**src/rtl/frbc_pkg.sv**
```systemverilog
// ----------------------------------------------------------------------------
// frbc_pkg
// Shared types, constants and helpers for the FASTA record base counter.
// ----------------------------------------------------------------------------
package frbc_pkg;

  // Internal counter width (16 to 64); outputs are clamped to 32 bits.
  localparam int COUNT_WIDTH = 32;
  localparam int QUEUE_DEPTH = 4;
  localparam int QUEUE_AW    = $clog2(QUEUE_DEPTH);
  localparam int QUEUE_CW    = $clog2(QUEUE_DEPTH + 1);

  typedef logic [COUNT_WIDTH-1:0] cnt_t;

  typedef enum logic [1:0] {
    KIND_CHAR   = 2'd0,
    KIND_RECORD = 2'd1,
    KIND_FILE   = 2'd2
  } kind_t;

  localparam logic [7:0] CHAR_GT  = 8'h3E;
  localparam logic [7:0] CHAR_NL  = 8'h0A;
  localparam logic [7:0] CHAR_UA  = 8'h41;
  localparam logic [7:0] CHAR_LA  = 8'h61;
  localparam logic [7:0] CHAR_UC  = 8'h43;
  localparam logic [7:0] CHAR_LC  = 8'h63;
  localparam logic [7:0] CHAR_UG  = 8'h47;
  localparam logic [7:0] CHAR_LG  = 8'h67;
  localparam logic [7:0] CHAR_UT  = 8'h54;
  localparam logic [7:0] CHAR_LT  = 8'h74;

  localparam logic [2:0] SYM_A     = 3'd0;
  localparam logic [2:0] SYM_C     = 3'd1;
  localparam logic [2:0] SYM_G     = 3'd2;
  localparam logic [2:0] SYM_T     = 3'd3;
  localparam logic [2:0] SYM_OTHER = 3'd4;
  localparam int         NUM_SYMS  = 5;

  localparam logic [15:0] INDEX_MAX = 16'hFFFF;

  typedef struct packed {
    kind_t       kind;
    logic [7:0]  id_char;
    logic [15:0] record_number;
    logic [31:0] id_length;
    logic [31:0] count_a;
    logic [31:0] count_c;
    logic [31:0] count_g;
    logic [31:0] count_t;
    logic [31:0] count_other;
    logic [31:0] symbol_total;
    logic [31:0] line_total;
    logic        last;
  } result_t;

  // Results produced by one accepted byte, handed to the queue.
  typedef struct packed {
    logic [1:0] num;
    result_t    res0;
    result_t    res1;
  } push_t;

  function automatic cnt_t sat_inc(cnt_t v);
    return (v == '1) ? v : v + cnt_t'(1);
  endfunction

  function automatic logic [31:0] out32(cnt_t v);
    logic [63:0] w;
    w = 64'(v);
    return (w > 64'h0000_0000_FFFF_FFFF) ? 32'hFFFF_FFFF : w[31:0];
  endfunction

  function automatic logic [2:0] sym_class(logic [7:0] b);
    logic [2:0] k;
    case (b)
      CHAR_UA, CHAR_LA: k = SYM_A;
      CHAR_UC, CHAR_LC: k = SYM_C;
      CHAR_UG, CHAR_LG: k = SYM_G;
      CHAR_UT, CHAR_LT: k = SYM_T;
      default:          k = SYM_OTHER;
    endcase
    return k;
  endfunction

endpackage

```
**src/rtl/fasta_record_base_counter.sv**
```systemverilog
// ----------------------------------------------------------------------------
// fasta_record_base_counter
// FASTA parser: echoes header bytes and reports per-record base composition.
// ----------------------------------------------------------------------------
// One byte is taken per clock cycle while in_stall is low. The parser state is
// updated in the cycle the byte is accepted and its results (none, one, or two
// on an end-of-input mark while a record is open) go into a four-entry result
// queue, which hands out one result per cycle while out_stall is low.
// in_stall rises only while the queue holds more than two results, i.e. when
// the output side has been stalled. With an empty queue the first result of a
// byte is on the output in the cycle after the byte is accepted, and a second
// follows once the first is taken. End of input resets all parser state.
module fasta_record_base_counter (
  input  logic        clk,
  input  logic        rst,
  input  logic        in_valid,
  output logic        in_stall,
  input  logic [7:0]  in_byte,
  input  logic        end_of_input,
  output logic        out_valid,
  input  logic        out_stall,
  output logic [1:0]  result_kind,
  output logic [7:0]  id_char,
  output logic [15:0] record_number,
  output logic [31:0] id_length,
  output logic [31:0] count_a,
  output logic [31:0] count_c,
  output logic [31:0] count_g,
  output logic [31:0] count_t,
  output logic [31:0] count_other,
  output logic [31:0] symbol_total,
  output logic [31:0] line_total,
  output logic        last_result
);

  frbc_pkg::push_t   push;
  frbc_pkg::result_t head_res;
  logic              room;
  logic              fire;

  assign in_stall = !room;
  assign fire     = in_valid && room;

  frbc_parse u_parse (
    .clk          (clk),
    .rst          (rst),
    .fire         (fire),
    .in_byte      (in_byte),
    .end_of_input (end_of_input),
    .push         (push)
  );

  frbc_queue u_queue (
    .clk       (clk),
    .rst       (rst),
    .push      (push),
    .room      (room),
    .out_valid (out_valid),
    .out_stall (out_stall),
    .head_res  (head_res)
  );

  assign result_kind   = 2'(head_res.kind);
  assign id_char       = head_res.id_char;
  assign record_number = head_res.record_number;
  assign id_length     = head_res.id_length;
  assign count_a       = head_res.count_a;
  assign count_c       = head_res.count_c;
  assign count_g       = head_res.count_g;
  assign count_t       = head_res.count_t;
  assign count_other   = head_res.count_other;
  assign symbol_total  = head_res.symbol_total;
  assign line_total    = head_res.line_total;
  assign last_result   = head_res.last;

endmodule

```
**src/rtl/frbc_parse.sv**
```systemverilog
// ----------------------------------------------------------------------------
// frbc_parse
// Parser state and per-byte decode; builds up to two results per byte.
// ----------------------------------------------------------------------------
module frbc_parse (
  input  logic                clk,
  input  logic                rst,
  input  logic                fire,
  input  logic [7:0]          in_byte,
  input  logic                end_of_input,
  output frbc_pkg::push_t     push
);

  logic                 in_header, in_header_next;
  logic                 at_line_start, at_line_start_next;
  logic                 record_open, record_open_next;
  logic [15:0]          record_index, record_index_next;
  frbc_pkg::cnt_t       header_length, header_length_next;
  frbc_pkg::cnt_t       symbol_counts [frbc_pkg::NUM_SYMS];
  frbc_pkg::cnt_t       symbol_counts_next [frbc_pkg::NUM_SYMS];
  frbc_pkg::cnt_t       sequence_total, sequence_total_next;
  frbc_pkg::cnt_t       newline_count, newline_count_next;

  frbc_pkg::result_t    rec_res;
  frbc_pkg::result_t    file_res;
  frbc_pkg::result_t    char_res;
  logic [2:0]           sym;

  assign sym = frbc_pkg::sym_class(in_byte);

  always_comb begin
    rec_res               = '0;
    rec_res.kind          = frbc_pkg::KIND_RECORD;
    rec_res.record_number = record_index;
    rec_res.id_length     = frbc_pkg::out32(header_length);
    rec_res.count_a       = frbc_pkg::out32(symbol_counts[frbc_pkg::SYM_A]);
    rec_res.count_c       = frbc_pkg::out32(symbol_counts[frbc_pkg::SYM_C]);
    rec_res.count_g       = frbc_pkg::out32(symbol_counts[frbc_pkg::SYM_G]);
    rec_res.count_t       = frbc_pkg::out32(symbol_counts[frbc_pkg::SYM_T]);
    rec_res.count_other   = frbc_pkg::out32(symbol_counts[frbc_pkg::SYM_OTHER]);
    rec_res.symbol_total  = frbc_pkg::out32(sequence_total);

    file_res            = '0;
    file_res.kind       = frbc_pkg::KIND_FILE;
    file_res.line_total = frbc_pkg::out32(newline_count);
    file_res.last       = 1'b1;
    if (record_open) begin
      file_res.record_number = (record_index == frbc_pkg::INDEX_MAX) ?
                               frbc_pkg::INDEX_MAX : record_index + 16'd1;
    end

    char_res               = '0;
    char_res.kind          = frbc_pkg::KIND_CHAR;
    char_res.id_char       = in_byte;
    char_res.record_number = record_index;
    char_res.last          = 1'b1;
  end

  always_comb begin
    in_header_next      = in_header;
    at_line_start_next  = at_line_start;
    record_open_next    = record_open;
    record_index_next   = record_index;
    header_length_next  = header_length;
    sequence_total_next = sequence_total;
    newline_count_next  = newline_count;
    for (int i = 0; i < frbc_pkg::NUM_SYMS; i++) begin
      symbol_counts_next[i] = symbol_counts[i];
    end
    push      = '0;
    push.res0 = rec_res;
    push.res1 = file_res;

    if (end_of_input) begin
      // open record summary first, then the file summary; state back to reset
      if (record_open) begin
        push.num = 2'd2;
      end else begin
        push.num  = 2'd1;
        push.res0 = file_res;
      end
      in_header_next      = 1'b0;
      at_line_start_next  = 1'b1;
      record_open_next    = 1'b0;
      record_index_next   = '0;
      header_length_next  = '0;
      sequence_total_next = '0;
      newline_count_next  = '0;
      for (int i = 0; i < frbc_pkg::NUM_SYMS; i++) begin
        symbol_counts_next[i] = '0;
      end
    end else if (in_byte == frbc_pkg::CHAR_NL) begin
      in_header_next     = 1'b0;
      at_line_start_next = 1'b1;
      newline_count_next = frbc_pkg::sat_inc(newline_count);
    end else if (in_byte == frbc_pkg::CHAR_GT) begin
      // '>' only opens a record at line start; elsewhere it is dropped
      if (at_line_start) begin
        if (record_open) begin
          push.num       = 2'd1;
          push.res0.last = 1'b1;
          if (record_index != frbc_pkg::INDEX_MAX) begin
            record_index_next = record_index + 16'd1;
          end
        end
        record_open_next    = 1'b1;
        in_header_next      = 1'b1;
        header_length_next  = '0;
        sequence_total_next = '0;
        for (int i = 0; i < frbc_pkg::NUM_SYMS; i++) begin
          symbol_counts_next[i] = '0;
        end
      end
      at_line_start_next = 1'b0;
    end else if (in_header) begin
      at_line_start_next = 1'b0;
      header_length_next = frbc_pkg::sat_inc(header_length);
      push.num           = 2'd1;
      push.res0          = char_res;
    end else begin
      at_line_start_next = 1'b0;
      if (record_open) begin
        for (int i = 0; i < frbc_pkg::NUM_SYMS; i++) begin
          if (sym == 3'(i)) begin
            symbol_counts_next[i] = frbc_pkg::sat_inc(symbol_counts[i]);
          end
        end
        sequence_total_next = frbc_pkg::sat_inc(sequence_total);
      end
    end

    if (!fire) begin
      push.num = 2'd0;
    end
  end

  always_ff @(posedge clk) begin
    if (rst) begin
      in_header      <= 1'b0;
      at_line_start  <= 1'b1;
      record_open    <= 1'b0;
      record_index   <= '0;
      header_length  <= '0;
      sequence_total <= '0;
      newline_count  <= '0;
      for (int i = 0; i < frbc_pkg::NUM_SYMS; i++) begin
        symbol_counts[i] <= '0;
      end
    end else if (fire) begin
      in_header      <= in_header_next;
      at_line_start  <= at_line_start_next;
      record_open    <= record_open_next;
      record_index   <= record_index_next;
      header_length  <= header_length_next;
      sequence_total <= sequence_total_next;
      newline_count  <= newline_count_next;
      for (int i = 0; i < frbc_pkg::NUM_SYMS; i++) begin
        symbol_counts[i] <= symbol_counts_next[i];
      end
    end
  end

endmodule

```
**src/rtl/frbc_queue.sv**
```systemverilog
// ----------------------------------------------------------------------------
// frbc_queue
// Result queue: up to two results in a cycle, one out a cycle if unstalled.
// ----------------------------------------------------------------------------
module frbc_queue (
  input  logic              clk,
  input  logic              rst,
  input  frbc_pkg::push_t   push,
  output logic              room,
  output logic              out_valid,
  input  logic              out_stall,
  output frbc_pkg::result_t head_res
);

  frbc_pkg::result_t                 mem [frbc_pkg::QUEUE_DEPTH];
  logic [frbc_pkg::QUEUE_AW-1:0]     rd_ptr, wr_ptr;
  logic [frbc_pkg::QUEUE_CW-1:0]     fill, fill_next;
  logic                              pop;

  assign out_valid = (fill != '0);
  assign pop       = out_valid && !out_stall;
  assign head_res  = mem[rd_ptr];
  // an accepted byte may bring two results, so keep two free slots
  assign room      = (fill <= frbc_pkg::QUEUE_CW'(frbc_pkg::QUEUE_DEPTH - 2));

  always_comb begin
    fill_next = fill + frbc_pkg::QUEUE_CW'(push.num);
    if (pop) begin
      fill_next = fill_next - frbc_pkg::QUEUE_CW'(1);
    end
  end

  always_ff @(posedge clk) begin
    if (rst) begin
      rd_ptr <= '0;
      wr_ptr <= '0;
      fill   <= '0;
    end else begin
      fill   <= fill_next;
      wr_ptr <= wr_ptr + frbc_pkg::QUEUE_AW'(push.num);
      if (pop) begin
        rd_ptr <= rd_ptr + frbc_pkg::QUEUE_AW'(1);
      end
    end
  end

  always_ff @(posedge clk) begin
    if (push.num != 2'd0) begin
      mem[wr_ptr] <= push.res0;
    end
    if (push.num == 2'd2) begin
      mem[wr_ptr + frbc_pkg::QUEUE_AW'(1)] <= push.res1;
    end
  end

endmodule

```
**config.mk**
```make
export PLATFORM = sky130hd
export DESIGN_NAME = fasta_record_base_counter
export DESIGN_NICKNAME = d
export VERILOG_FILES = /design/src/rtl/frbc_pkg.sv /design/src/rtl/fasta_record_base_counter.sv /design/src/rtl/frbc_parse.sv /design/src/rtl/frbc_queue.sv
export SDC_FILE = /design/constraint.sdc
export NUM_CORES = 2
export LEC_CHECK = 0
export BUFFER_PORTS_ARGS = -buffer_cell sky130_fd_sc_hd__buf_2
export CAP_MARGIN = 20
export CORE_MARGIN = 5
export CORE_UTILIZATION = 40
export DETAILED_ROUTE_END_ITERATION = 8
export HOLD_SLACK_MARGIN = 0.12
export PLACE_DENSITY = 0.65
export SLEW_MARGIN = 20
export SYNTH_ARGS = -nofsm -noshare
export SYNTH_HDL_FRONTEND = slang
export SYNTH_SLANG_ARGS = --single-unit
```
**constraint.sdc**
```tcl
create_clock -name clk -period 7.4 [get_ports clk]
set_clock_uncertainty 0.1 [all_clocks]
set_input_delay 1.11 -clock clk [delete_from_list [all_inputs] [get_ports clk]]
set_output_delay 1.11 -clock clk [all_outputs]
set_load 0.01 [all_outputs]
```
# Word level (Yosys, flattened, before mapping)
# Memories as Yosys holds them, arrays and structs flattened. A register that Yosys moved wholly into a read port is not among the register bits.
# Index checks and enable logic that the tools add are counted.
# totals
register_bits	122
mem_bits_rw	1292
inputBits	13
out_inout_bits	285
wordCells	167
n_memories	2
# op_classes
add_sub_neg	14
order_cmp	1
eq_ne	31
n_mux	78
bitwise_logic	5
reduce_logical	26
# memory_table
memory	depth	word_bits	rd	rd_ports_with_merged_regs	wr	line_no	source
u_queue.mem	4	283	1	1	2	frbc_queue.sv:15	frbc_pkg::result_t mem [frbc_pkg::QUEUE_DEPTH];
u_parse.symbol_counts	5	32	5	0	5	frbc_parse.sv:19	frbc_pkg::cnt_t symbol_counts [frbc_pkg::NUM_SYMS];
# op_table
cell	count
$mux 160	6
$mux 32	30
$mux 285	2
$mux 284	1
$mux 283	1
$mux 282	1
$add 32x1->32 const B	8
$eq 32x32->1 const B	8
$mux 16	8
$eq 8x7->1 const B	8
$mux 1	21
$add 16x1->16 const B	1
$eq 16x16->1 const B	1
$ne 16x16->1 const B	1
$reduce_bool 3->1	5
$mux 2	6
$pmux 3 s4	1
$reduce_and 6->1	2
$reduce_bool 2->1	6
$ne 3x2->1 const B	3
$eq 8x4->1 const B	1
$eq 8x6->1 const B	1
$reduce_or 2->1	4
$eq 3x2->1 const B	2
other kinds (18)	27

# Depth between registers and ports, before layout
# logic_depth
ltp_word	11
mapped_depth	12
mapped_depth_nobuf	11

# Modules after synthesis
# Synthesis repeated with hierarchy kept, for this count alone.
# hier_totals
hier_cells	5023
area_unflattened_um2	74002.2
# by_module_without_submodules
module	n_inst	cells_per_inst	area_each_um2	seq_area_each_um2
frbc_queue	1	2792	54911.4	34172.8
frbc_parse	1	2229	19080.8	7106.8
fasta_record_base_counter	1	2	10.0	0.0

# Least setup slack after synthesis
# Ideal clock, no wire load.
# synth_timing
path_kind	input port to flip-flop
start	in in_byte[0]
end	mem u_parse.symbol_counts[0][32] (netlist bit), enable pin
arrival_time_ps	5126
required_time_ps	6830
slack_ps	1704
stages	7
n_path_buf	1
cell_sequence	buf_6 -> nor4b_4 -> a41oi_1 -> o21bai_2 -> nor2_1 -> or4b_1 -> o31ai_1
# synth_lines
element	line_no	source
start: declaration	fasta_record_base_counter.sv:18	input logic [7:0] in_byte,
end: declaration	frbc_parse.sv:19	

==> results.tsv <==
metric	value	unit
Slowest cell on crit path	dfxtp_4	
ys flop type	dfxtp_1	
Syn Inst Count	5828	
Critical Path RT	6190	ps
sequential share of the synthesized area	0.529	
complex-gate fraction of the synthesized area	0.110	
post-synthesis register bit count	1416	
syn nets	5854	
Worst Hold Path EP	u_queue.mem[3][96]	
RSZ-0062 raised after global routing	false	
f_max	221	MHz
largest net degree at the start of global routing	181	
core box area	150000	um^2
Ports	298	
final setup TNS	0	ps
synth-to-layout area growth	12.7	%
Worst Hold Depth	2	
Max VDD drop	0.000195	V
FF-to-FF setup slack	3040	ps
Pins Over Slew Limit	0	
clock sinks	1416	
R2R cell count	8	
num rows	142	
Avg WL per Cell	21.7	um
crit-path cells	buf_12 > mux4_2 > buf_2	
antenna violations before repair	5	
Global Route Usage Sum	0.213	
Worst Tran Pin Value	1120	ps
H-tree lvl count	4	
wire length of the first global-routing pass	266	mm
DPL Wire Length	102	mm
fin crit share	0.611	
# DRC	0	
RePlAce Congestion	0.801	
total number of vias	45869	
Ys Warns	0	
Final ANT Viol Nets	0	
status	finished, final reports clean	
clk_lat worst skew	810	ps
initial core utilization	0.403	
Post-Synth Adder-Cell Area	0.00282	
Setup CP Type	reg -> out	
GR Layer Usage met1	0.285	
Crit path largest cell delay	1010	ps
max_cap viols	0	
vias per cell	5.74	
Period minus WS final	4520	ps
die height	398	um
Fillers	13865	
final core utilization	0.454	
Die X	398	um
Tightest Hold Check Type	reg -> reg	
static leakage	0.0233	uW
busiest grt layer	met2	
fraction of registers with async set/reset	0	
Netlist cell types	77	
die area	159000	um^2
clock slew at reported path FFs	60	ps
met3 usage	0.0356	
Reg-to-Reg End	u_queue.mem[2][164]	
Arr. time, crit path	3310	ps
number of global-route vias before repair	44673	
CTS tree	built	
Synth Area per Inst	10.3	um^2
number of synthesized flops with an enable pin	352	
final setup fails	0	
share of layout cells above drive strength 1	0.160	
clk buf depth	3	
Nets	5865	
mapped cell area	60300	um^2
multiplexer share of the synthesized area	0.107	
GR Util met2	0.351	
first-pass detailed-route iteration total	5	
relative slew slack	0.256	
Resized Gates After CTS	0	
Port Buffers	297	
Worst Setup Start Kind	flip-flop	
hold_sp	u_queue.mem[3][96]	
Post-CTS Setup Repair Bufs	0	
Overflow after GRT	0	
Cell Pwr Density	325	nW/um^2
Synth Area in Simple Gates	0.179	
clk root buf	clkbuf_16	
r2r startpoint	u_queue.fill[1]	
Crit Path Max Fanout	121	
CTS buffer count	151	
Post-Route WL	173	mm
DRT iter0 DRCs	3959	
crit path capture type	primary output	
final hold vios	0	
Synth Area in XOR/XNOR	0.0307	
hold-fix buffers at CTS	0	
largest family of logic cells by synthesized area	simple AND/OR/NAND/NOR gates	
-- cells in the final DEF, fill, tap and decap left out, types with 52 or more instances in the layout --
| cell type | count |
|---|---|
| buf_2 | 297 |
| buf_4 | 52 |
| o21ai_1 | 203 |
| a21oi_1 | 71 |
| xor2_1 | 146 |
| o31ai_1 | 116 |
| nand3_1 | 1026 |
| nor2_1 | 299 |
| nand4_1 | 86 |
| mux4_2 | 283 |
| edfxtp_1 | 352 |
| nand2_1 | 356 |
| xnor2_1 | 65 |
| dfxtp_1 | 1062 |
| o21ai_0 | 641 |
| and3_1 | 55 |
| and2_1 | 149 |
| clkbuf_16 | 156 |
-- synthesized netlist by cell type, types with 7 or more instances --
library cell / instances / area [um^2]
nand3_1: 1027 / 5140
and4_1: 26 / 228
nor4_1: 20 / 125
edfxtp_1: 352 / 10600
nor3_1: 48 / 240
o31ai_1: 117 / 878
o21ai_1: 203 / 1020
nand4_1: 86 / 538
buf_6: 33 / 372
o21ai_0: 642 / 3210
buf_2: 55 / 275
xnor2_1: 65 / 569
a311oi_1: 10 / 87.6
a31oi_1: 11 / 68.8
xor2_1: 146 / 1280
ha_1: 12 / 150
nor2b_1: 15 / 93.8
a211oi_1: 9 / 67.6
clkbuf_1: 288 / 1080
a22o_1: 41 / 359
nor2_1: 308 / 1160
mux4_2: 283 / 6370
dfxtp_1: 1064 / 21300
a21oi_1: 73 / 365
buf_4: 47 / 353
nand2b_1: 8 / 50.1
o211ai_1: 7 / 52.6
inv_1: 29 / 109
and2_1: 150 / 938
or2_2: 10 / 62.6
or3_1: 27 / 169
nand2_1: 360 / 1350
and3_1: 55 / 344
buf_1: 89 / 334
o22ai_1: 23 / 144
-- critical path, delay by kind of cell, from the launching register on --
family	cells	cell delay [ps]
buffers and inverters	2	810
DFF	1	1010
muxes	1	510
-- metal layers --
layer | share of wire | vias to the layer above
met2 | 0.48 | 1464
met3 | 0.061 | 248
met4 | 0.030 | 0
met1 | 0.43 | 22706
met5 | 0 | -
li1 | - | 21451
-- how the worst max path moves through the flow --
stage / startpoint / endpoint / depth (start not counted)
2_1_floorplan: in_byte[0] / u_parse.symbol_counts[0][32] / 7
3_3_place_gp: in_byte[0] / u_parse.symbol_counts[0][94] / 8
3_5_place_dp: in_byte[0] / u_parse.symbol_counts[0][94] / 8
4_1_cts: flip-flop / id_length[0] / 3
5_1_grt: flip-flop / id_length[0] / 3
6_report: flip-flop / symbol_total[4] / 3
-- stage by stage --
| step | cell area [um^2] | instances | power (uW) | setup WS, ps | hold slack [ps] |
|---|---|---|---|---|---|
| finish | 68000 | 7986 | 22100 | 2880 | 358 |
| global route | 68000 | 7983 | 23100 | 2620 | 372 |
| global placement | 62800 | 7699 | 14400 | 2430 | 343 |
| detailed placement | 62800 | 7699 | 14600 | 2340 | 350 |
| floorplan | 60300 | 5828 | 12900 | 1700 | 331 |
| CTS | 67900 | 7980 | 22300 | 2680 | 358 |
-- cell type report --
cell class | instances | area (um^2) | area share
antenna | 3 | 7.51 | 0.000110
clock buffer | 224 | 4400 | 0.0647
clock inverter | 57 | 674 | 0.00992
inverter | 30 | 113 | 0.00166
multi-input combinational | 3870 | 26100 | 0.384
sequential | 1416 | 31900 | 0.469
tap | 2016 | 2520 | 0.0371
timing repair buffer | 370 | 2300 | 0.0338
-- cells by family (layout without fill, tap and decap cells) --
family | Yosys count | count (layout)
and+or+nand+nor | 2176 | 2176
DFF | 1416 | 1416
AOI/OAI and AO/OA | 1180 | 1180
buffers and inverters | 542 | 681
muxes | 290 | 290
xor gates and xnor gates | 211 | 211
adders and majority gates | 13 | 13
other | 0 | 3
-- state kept, by name, summed over array words and instances (netlist names), 2 cells and up, named ones only --
| name | cells |
|---|---|
| u_parse.symbol_counts | 160 |
| u_queue.wr_ptr | 2 |
| u_queue.rd_ptr | 2 |
| u_queue.fill | 3 |
| u_parse.sequence_total | 32 |
| u_queue.mem | 1132 |
| u_parse.newline_count | 32 |
| u_parse.record_index | 16 |
| u_parse.header_length | 32 |
-- report_power, final --
part           switching (uW)  internal [uW]  leakage, uW
clock                    3220           4440      0.00246
combinational            2530           1910      0.00871
sequential                758           9210       0.0121
total                    6510          15600       0.0233
Power figures use the tool's default switching activity.
